$ cat config.mk
export PLATFORM = sky130hd
export DESIGN_NAME = etns_cell
export DESIGN_NICKNAME = d
export VERILOG_FILES = /design/src/hw/rtl/entity_table_nearest_search_unit_macros.svh /design/src/hw/rtl/etns_pkg.sv /design/src/hw/rtl/etns_cell.sv
export SDC_FILE = /design/constraint.sdc
export NUM_CORES = 1
export LEC_CHECK = 0
export BUFFER_PORTS_ARGS = -buffer_cell sky130_fd_sc_hd__clkbuf_2
export CORE_ASPECT_RATIO = 1.75
export CORE_MARGIN = 2
export CORE_UTILIZATION = 51
export CTS_BUF_LIST = sky130_fd_sc_hd__clkbuf_8
export DETAILED_ROUTE_END_ITERATION = 10
export PLACE_DENSITY = 0.88
export SETUP_SLACK_MARGIN = 0.5
export SKIP_LAST_GASP = 1
export SLEW_MARGIN = 20
export SYNTH_ARGS = -nofsm -noshare
export SYNTH_HDL_FRONTEND = slang
export SYNTH_SLANG_ARGS = --single-unit
$ cat constraint.sdc
create_clock -name clk -period 1.1 [get_ports clk]
set_input_delay 0.11 -clock clk [delete_from_list [all_inputs] [get_ports clk]]
set_output_delay 0.11 -clock clk [all_outputs]
set_load 0.03 [all_outputs]
$ cat src/hw/rtl/entity_table_nearest_search_unit_macros.svh
// Assertion macros for the entity table nearest search unit.
`ifndef ENTITY_TABLE_NEAREST_SEARCH_UNIT_MACROS_SVH
`define ENTITY_TABLE_NEAREST_SEARCH_UNIT_MACROS_SVH
`ifndef SYNTHESIS
`define ETNS_ASSERT(label, clk, rst_n, prop) \
	label: assert property (@(posedge clk) disable iff (!rst_n) prop) else $error("assertion failed");
`define ETNS_ASSERT_NORST(label, clk, prop) \
	label: assert property (@(posedge clk) prop) else $error("assertion failed");
`else
`define ETNS_ASSERT(label, clk, rst_n, prop)
`define ETNS_ASSERT_NORST(label, clk, prop)
`endif
`endif

$ cat src/hw/rtl/etns_pkg.sv
//------------------------------------------------------------------------------
// etns_pkg
// Shared types and constants of the entity table nearest search unit.
//------------------------------------------------------------------------------
`timescale 1ns / 1ps
`default_nettype none
package etns_pkg;
	localparam int ENTRIES = 64;
	localparam int IDX_W = $clog2(ENTRIES);
	localparam int CNT_W = $clog2(ENTRIES + 1);

	localparam logic [2:0] OP_CLEAR  = 3'd0;
	localparam logic [2:0] OP_ADD    = 3'd1;
	localparam logic [2:0] OP_UPDATE = 3'd2;
	localparam logic [2:0] OP_REMOVE = 3'd3;
	localparam logic [2:0] OP_NEAR   = 3'd4;
	localparam logic [2:0] OP_LOOKUP = 3'd5;

	localparam logic [16:0] RADIUS_RESET = 17'd60;
	localparam logic [15:0] ABSENT_TYPE  = 16'hFFFF;

	localparam logic [1:0] REG_RADIUS = 2'd0;
	localparam logic [1:0] REG_EXCL   = 2'd1;
	localparam logic [1:0] REG_SELF   = 2'd2;

	// One table entry as it travels around the ring.
	typedef struct packed {
		logic [31:0] key;
		logic [15:0] kind;
		logic [15:0] x;
		logic [15:0] y;
	} entry_t;

	// Control that goes from the sequencer to every cell.
	typedef struct packed {
		logic shift;
		logic clear;
	} cell_ctrl_t;
endpackage
`default_nettype wire

$ cat src/hw/rtl/etns_cell.sv
//------------------------------------------------------------------------------
// etns_cell
// One slot of the rotating table; passes its entry to the next cell on shift.
//------------------------------------------------------------------------------
`timescale 1ns / 1ps
`default_nettype none
module etns_cell (
	input  wire logic                clk,
	input  wire logic                arst_n,
	input  wire etns_pkg::cell_ctrl_t ctrl,
	input  wire etns_pkg::entry_t    prev,
	output etns_pkg::entry_t         entry
);
	etns_pkg::entry_t entry_q;

	// Clear empties the slot; shift takes the neighbor's entry.
	always_ff @(posedge clk or negedge arst_n) begin
		if (!arst_n) begin
			entry_q <= '0;
		end else if (ctrl.clear) begin
			entry_q <= '0;
		end else if (ctrl.shift) begin
			entry_q <= prev;
		end
	end

	assign entry = entry_q;
endmodule
`default_nettype wire
==> flow_summary.toml, run 1 <==
[setup_path]
crit_path_end_kind = "register"
cpPeakStageDelay_ns = 0.42
slowest_stage = "dfrtp_2"
critPathMaxFanout = 2
path_buf_inv = 2
cp-start-kind = "register"
cpLargestDelayFamily = "flip-flops"
path_class = "reg -> reg"
crit_path_cell_trace = "buf_4 > buf_6 > mux2i_1 > nor2_1"
worstPathRequired_ns = 1.31
worstPathArrival_ns = 1.29

[final_layout]
fin_cells = 530
largest_reg_flops = 80
nFillCells = 262
diodes = 0
layout_commonest_cell = "clkbuf_2"
nets = 530
drive_gt1_frac = 0.642
layout_common_cells = "81 x clkbuf_2, 80 x nor2_1, 80 x dfrtp_2, 80 x buf_8, 77 x mux2i_1"
area_growth_pct = 68.2

[clock_tree]
clock_sinks = 80
insertion_delay_ns = 0.35
cts_tree = "yes"
h-tree-depth = 3
clk_pin_slew_ns = 0.07
numCtsBuffers = 9
clockBufferDepth = 2
cts_root_buf = "clkbuf_8"

[job]
maxCapViolations = 0

[sta]
worst_pin_slew_ns = 0.418
drv_slew = 0
hold_violations = 80
post-route-min-period_ns = 1.08
fin_hold_ws_ns = -0.223
slew_headroom = 0.721
setup_viol = 0
finalCritPeriodShare = 0.983
setup_tns_ns = 0
setup_slack_ns = 0.0191
max_freq_ghz = 0.925
rsz0062_at_grt = "true"
skew_ns = 0

[outcome]
violations = "negative hold slack"
status = "finished, violations left"

[yosys]
synth_fp_nets = 342
syn_area_um2 = 3270
synth_warnings = 0
avgSynthCellArea_um2 = 12.7
ys_ff_latch = 80
yosys.cell_types.count = 7
syn_inst = 258
yosysSeqAreaShare = 0.612

[floorplan]
core_region_area_um2 = 6180
initial_core_util = 0.529
die_h_um = 110
die_w_um = 64.5
rows = 38
die-area_um2 = 7090
ios = 164

[place]
dp_cells = 490
place.gp.congestion = 0.787
io_buffer_count = 163
dpl_worst_slack_ns = 0.115
place_hpwl_um = 5320

[power_and_ir_drop]
ir_worst_vdd_mv = 1.01
powerDensity_nw_per_um2 = 1250
power_uw = 6870
p_leak_uw = 0.00279

[route]
drc = 0
vias = 2818
first_iter_violations = 221
viasPerCell = 5.32
first_pass_iters = 4
post_drt_wl_per_cell_um = 20.2
ant_nets = 0
routed_wirelength_um = 10700

[global_route]
grt_max_degree = 81
grt_pass1_vias = 3016
globalRouteOverflowTotal = 0
grt_util_all_layers = 0.281
grt_pass1_wl_um = 14500
antenna_found_initial = 0

[worst_hold_path]
worst_hold_path_type = "in -> async"
[power breakdown]
group          switching (uW)  internal [uW]
registers                 183           3140
clock network             994            900
logic                     818            842
[cells in the mapped netlist]
cell / count / share of area
nor2_1: 80 / 0.092
dfrtp_1: 80 / 0.61
buf_6: 1 / 0.0034
buf_8: 8 / 0.037
mux2i_1: 80 / 0.24
clkbuf_1: 8 / 0.0092
clkbuf_2: 1 / 0.0015
[per-layer routing]
| metal | GRT usage | wire length [um] |
|---|---|---|
| met4 | 0.178 | 518 |
| met5 | 0 | 0 |
| met2 | 0.517 | 6140 |
| met1 | 0.285 | 3480 |
| met3 | 0.0553 | 560 |
[worst reg2reg max path, cell delays in order, from the launching register on]
cell     delay [ns]
dfrtp_2        0.42
buf_4          0.14
buf_6          0.10
mux2i_1        0.18
nor2_1         0.10
[worst paths after layout]
path / start / endpoint / slack, ns / depth (start not counted)
setup reg to reg: entry[22] / entry[22] / 0.02 / 4
max in group asynchronous: arst_n / entry[5] / 0.97 / 2
hold reg to reg: entry[3] / entry[3] / 0.57 / 2
hold / removal: arst_n / entry[69] / -0.22 / 2
min in group clk: prev[16] / entry[16] / 0.01 / 3
setup / recovery: entry[22] / entry[22] / 0.02 / 4
[through the flow]
step,cell area (um2),utilization
after CTS,5220,0.844
after global placement,4230,0.684
after global routing,5500,0.890
final,5500,0.890
after floorplan,3370,-
after detailed placement,4230,0.684
[timing repair]
action / CTS / global route
setup buffers: 11 / 14
gates resized for setup: 171 / 98
pin swaps: 6 / 17
setup endpoints to repair: 160 / 160
endpoints found under the hold margin: 97 / 80
[final cells by class]
cell class,instances,area [um2],share of cell area
multi-input combinational,160,1130,0.205
clock buffer,11,151,0.0275
timing repair buffer,195,2000,0.364
tap,80,100,0.0182
clock inverter,4,15.0,0.00273
sequential,80,2100,0.382
[kinds of logic after synthesis]
kind of cell           Yosys count  share of synthesized area
multiplexers                    80                      0.245
flip-flops                      80                      0.612
AND/OR/NAND/NOR                 80                     0.0918
buffers and inverters           18                     0.0509
(Power assumes the default switching activity.)
==> run 2: changes to the inputs <==
RECOVER_POWER = 100   (was not set)
==> run 2 against run 1 <==
- the run ends with negative setup slack left
- fmax down 3.4%
- clock skew unchanged
- flip-flop and latch count stayed put
- utilization decreased by 11 points
- die area unchanged
- power is 5.0% lower
- via count up 0.67%
- clock-buffer cell count is the same
- cell count did not move
- combinational power down 16%
- sequential power decreased by 2%
==> flow_summary.toml, run 2 (same netlist as run 1, synthesis figures left out) <==
[outcome]
status = "finished, violations left"
violations = "negative setup slack"

[sta]
setup_viol = 1
setup_slack_ns = -0.0186
skew_ns = 0
slew_headroom = 0.298
worst_pin_slew_ns = 1.05
drv_slew = 0
finalCritPeriodShare = 1.02
rsz0062_at_grt = "true"
setup_tns_ns = -0.0186
max_freq_ghz = 0.894
hold_violations = 0
post-route-min-period_ns = 1.12

[place]
io_buffer_count = 163
place_hpwl_um = 5320
place.gp.congestion = 0.787
dpl_worst_slack_ns = 0.115

[clock_tree]
clk_pin_slew_ns = 0.08
numCtsBuffers = 9
insertion_delay_ns = 0.35
clock_sinks = 80
cts_tree = "yes"
cts_root_buf = "clkbuf_8"
clockBufferDepth = 2
h-tree-depth = 3

[global_route]
grt_pass1_wl_um = 14500
grt_util_all_layers = 0.281
antenna_found_initial = 0
grt_max_degree = 81
grt_pass1_vias = 3016
globalRouteOverflowTotal = 0

[final_layout]
seqCellArea_um2 = 2100
diodes = 0
multi_input_area_um2 = 1110
drive_gt1_frac = 0.609
area_growth_pct = 47.6
nets = 530
largest_reg_flops = 80
nFillCells = 405
utilization = 0.781
layout_common_cells = "81 x clkbuf_2, 80 x nor2_1, 80 x dfrtp_2"
layout_commonest_cell = "clkbuf_2"

[route]
viasPerCell = 5.35
first_iter_violations = 225
ant_nets = 0
post_drt_wl_per_cell_um = 20.3
routed_wirelength_um = 10800
first_pass_iters = 5
drc = 0
vias = 2837

[floorplan]
initial_core_util = 0.529
die-area_um2 = 7090
core_region_area_um2 = 6180
rows = 38
die_w_um = 64.5
die_h_um = 110
ios = 164

[setup_path]
cp-start-kind = "register"
critPathMaxFanout = 2
worstPathRequired_ns = 1.31
worstPathArrival_ns = 1.33
path_class = "reg -> reg"
crit_path_end_kind = "register"
r2r_cells = 4

[power_and_ir_drop]
p_sw_frac = 0.293
power_switching_uw = 1910
power_frac_seq = 0.498
p_leak_uw = 0.00259
ir_worst_vdd_mv = 0.973
p_int_uw = 4620
powerDensity_nw_per_um2 = 1350
combPwrFrac = 0.214
power_uw = 6530
clkPwrFrac = 0.288

[worst_hold_path]
hold_path_depth = 3
worst_hold_path_type = "in -> reg"

[job]
maxCapViolations = 0
## run 2: changes by cell type in the layout (fill, tap and decap cells not counted), sizes merged
cell,previous run,this run
clkbuf,92,107
buf,114,92
clkdlybuf4s15,0,3
dlygate4sd2,0,3
clkdlybuf4s25,0,1
## run 2: final timing paths
kind | startpoint | endpoint | slack [ns]
max | entry[13] | entry[13] | -0.02
min | prev[16] | entry[16] | 0.009
max reg2reg | entry[13] | entry[13] | -0.02
min reg2reg | entry[58] | entry[58] | 0.54
max in group asynchronous | arst_n | entry[5] | 0.28
min in group asynchronous | arst_n | entry[69] | 0.09
## run 2: final cells by class
cell class	instances	share of cell area
tap	80	0.0207
sequential	80	0.436
multi-input combinational	160	0.231
timing repair buffer	195	0.278
clock buffer	11	0.0314
clock inverter	4	0.00311
## run 2: repair_timing
action | CTS | global route
pin swaps | 6 | 17
gates resized for setup | 171 | 98
endpoints found under the hold margin | 97 | 80
setup endpoints to repair | 160 | 160
setup buffers | 11 | 14
## run 2: routing by layer
layer,track usage,part of all wire,vias up
met2,0.517,0.57,150
met5,0,0,-
met3,0.0553,0.053,47
li1,-,-,1225
met4,0.178,0.045,0
met1,0.285,0.33,1415
## run 2: worst max-delay path, stage by stage (launching register included)
cell and delay, ns:
dfrtp_2 0.41, clkdlybuf4s15_1 0.20, buf_6 0.11, mux2i_1 0.16, nor2_1 0.09
## run 2: stage by stage
| step | cell area [um2] | hold slack, ns | cells |
|---|---|---|---|
| after floorplan | 3370 | -0.186 | 258 |
| after global placement | 4230 | 0.163 | 490 |
| after detailed placement | 4230 | 0.168 | 490 |
| after CTS | 5220 | -0.215 | 516 |
| after global routing | 4820 | 0.00303 | 530 |
| final | 4820 | 0.00931 | 530 |
## run 2: power by group through the flow
stage | sequential [uW] | clock, uW | combinational (uW)
floorplan | 3620 | 0 | 390
finish | 3250 | 1880 | 1400
detailed placement | 3280 | 0 | 1160
global route | 3260 | 2010 | 1480
CTS | 3260 | 1900 | 1460
global placement | 3280 | 0 | 1130
==> run 3: changes to the inputs <==
TNS_END_PERCENT = 1   (was not set)
clock period = 1.3 ns   (was 1.1 ns; I/O delays follow)
==> run 3 against run 2 <==
- the flow now finishes without violations
- power fell by 21%
- flip-flop and latch count did not move
- clock power fell by 20%
- combinational power fell by 31%
- sequential power fell by 17%
- first-iteration DRC count fell by 39%
- critical path depth fell by 3
- utilization fell by 8.9 points
- worst hold slack improved by 0.019 ns
- non-clock buffer count fell by 21
- largest cell class unchanged
- highest routed layer unchanged
==> flow_summary.toml, run 3 (same netlist as run 1, synthesis figures left out) <==
[route]
routed_wirelength_um = 7850
drc = 0
first_pass_iters = 6
viasPerCell = 4.96
post_drt_wl_per_cell_um = 15.4
ant_nets = 0
vias = 2532
first_iter_violations = 138

[setup_path]
critPathMaxFanout = 2
cpLargestDelayFamily = "flip-flops"
crit_path_cell_trace = "clkbuf_1"
r2r_slack_ns = 0.47
crit_path_end_kind = "output pin"
worstPathRequired_ns = 1.17
worstReg2RegStart = "entry[30]"
worstPathArrival_ns = 1.04
cp-start-kind = "register"
path_class = "reg -> out"
r2r_cells = 3
cpPeakStageDelay_ns = 0.37
worstReg2RegEnd = "entry[30]"
slowest_stage = "dfrtp_1"
path_buf_inv = 1

[final_layout]
nets = 509
fin_cells = 510
area_growth_pct = 30.7
nFillCells = 503
fin_area_um2 = 4270
diodes = 0
drive_gt1_frac = 0.293
layout_commonest_cell = "clkbuf_2"
largest_reg_flops = 80
layout_common_cells = "94 x clkbuf_2, 80 x mux2i_1, 80 x nor2_1, 80 x dfrtp_1, 56 x clkbuf_1"
utilization = 0.691

[sta]
skew_ns = 0
setup_tns_ns = 0
worst_pin_slew_ns = 0.624
setup_viol = 0
slew_headroom = 0.584
post-route-min-period_ns = 1.17
rsz0062_at_grt = "true"
drv_slew = 0
max_freq_ghz = 0.858
finalCritPeriodShare = 0.897
hold_violations = 0

[worst_hold_path]
worst_hold_path_type = "in -> reg"
hold_path_depth = 3
hold_path_end = "entry[57]"
hp-start = "prev[57]"

[clock_tree]
insertion_delay_ns = 0.34
h-tree-depth = 3
cts_root_buf = "clkbuf_8"
clk_pin_slew_ns = 0.07
clockBufferDepth = 2
numCtsBuffers = 9
cts_tree = "yes"
clock_sinks = 80

[global_route]
grt_pass1_vias = 2647
grt_pass1_wl_um = 12000
grt_max_degree = 81
globalRouteOverflowTotal = 0
antenna_found_initial = 0
grt_util_all_layers = 0.227

[power_and_ir_drop]
ir_worst_vdd_mv = 0.896
clkPwrFrac = 0.291
powerDensity_nw_per_um2 = 1210
power_frac_seq = 0.523
combPwrFrac = 0.187
p_sw_frac = 0.291
p_int_uw = 3680
power_switching_uw = 1510
p_leak_uw = 0.00240

[floorplan]
rows = 38
die-area_um2 = 7090
initial_core_util = 0.529
die_w_um = 64.5
die_h_um = 110
ios = 164
core_region_area_um2 = 6180

[outcome]
status = "finished, final reports clean"

[place]
dp_cells = 492
place_hpwl_um = 5670
io_buffer_count = 163
place.gp.congestion = 0.833
dpl_cell_area_um2 = 4140

[job]
maxCapViolations = 0
-- run 3: what timing repair did --
| item | CTS | global route |
|---|---|---|
| buffers inserted | 0 | 1 |
| pin swaps | 0 | 0 |
| hold endpoints to repair | 80 | 0 |
| resized for setup | 15 | 18 |
| endpoints found under the setup margin | 80 | 149 |
| hold buffers | 1 | 0 |
-- run 3: final cells by class --
class | count | area (um2) | area share
Clock buffer | 10 | 138 | 0.0322
Sequential cell | 80 | 2000 | 0.469
Tap cell | 80 | 100 | 0.0234
Timing Repair Buffer | 174 | 910 | 0.213
Multi-Input combinational cell | 160 | 1100 | 0.258
Clock inverter | 6 | 22.5 | 0.00527
-- run 3: power by group through the flow --
| stage | combinational, uW | clock [uW] | sequential [uW] |
|---|---|---|---|
| after global routing | 1040 | 1650 | 2720 |
| after CTS | 1010 | 1560 | 2710 |
| final | 968 | 1510 | 2710 |
| after floorplan | 329 | 0 | 3030 |
| after global placement | 966 | 0 | 2750 |
| after detailed placement | 991 | 0 | 2750 |
-- run 3: tightest hold or removal path: stages --
cell and delay [ns]:
clkbuf_2 0.08, mux2i_1 0.06, nor2_1 0.07
-- run 3: worst max-delay path by stage --
stage	end	slack, ns	cells after the start	startpoint
after global placement	entry[12]	0.27	4	ctrl[1]
after CTS	entry[13]	0.22	1	entry[13]
after detailed placement	entry[52]	0.21	4	ctrl[1]
after floorplan	entry[0]	0.50	2	entry[0]
final	entry[4]	0.13	1	entry[4]
after global routing	entry[16]	0.11	3	arst_n
-- run 3: metrics by stage --
step           hold WS (ns)  worst slack (ns)  power (uW)
2_1_floorplan        -0.166             0.500        3360
3_3_place_gp        -0.0198             0.266        3720
3_5_place_dp       -0.00855             0.210        3750
4_1_cts              0.0151             0.223        5280
5_1_grt              0.0229             0.105        5410
6_report             0.0282             0.134        5180
-- run 3: per-layer routing --
layer,track usage,wire (um),vias to the layer above
met5,0,0,-
met3,0.0502,414,18
met4,0.140,206,0
met1,0.239,2770,1224
met2,0.406,4460,102
li1,-,-,1188
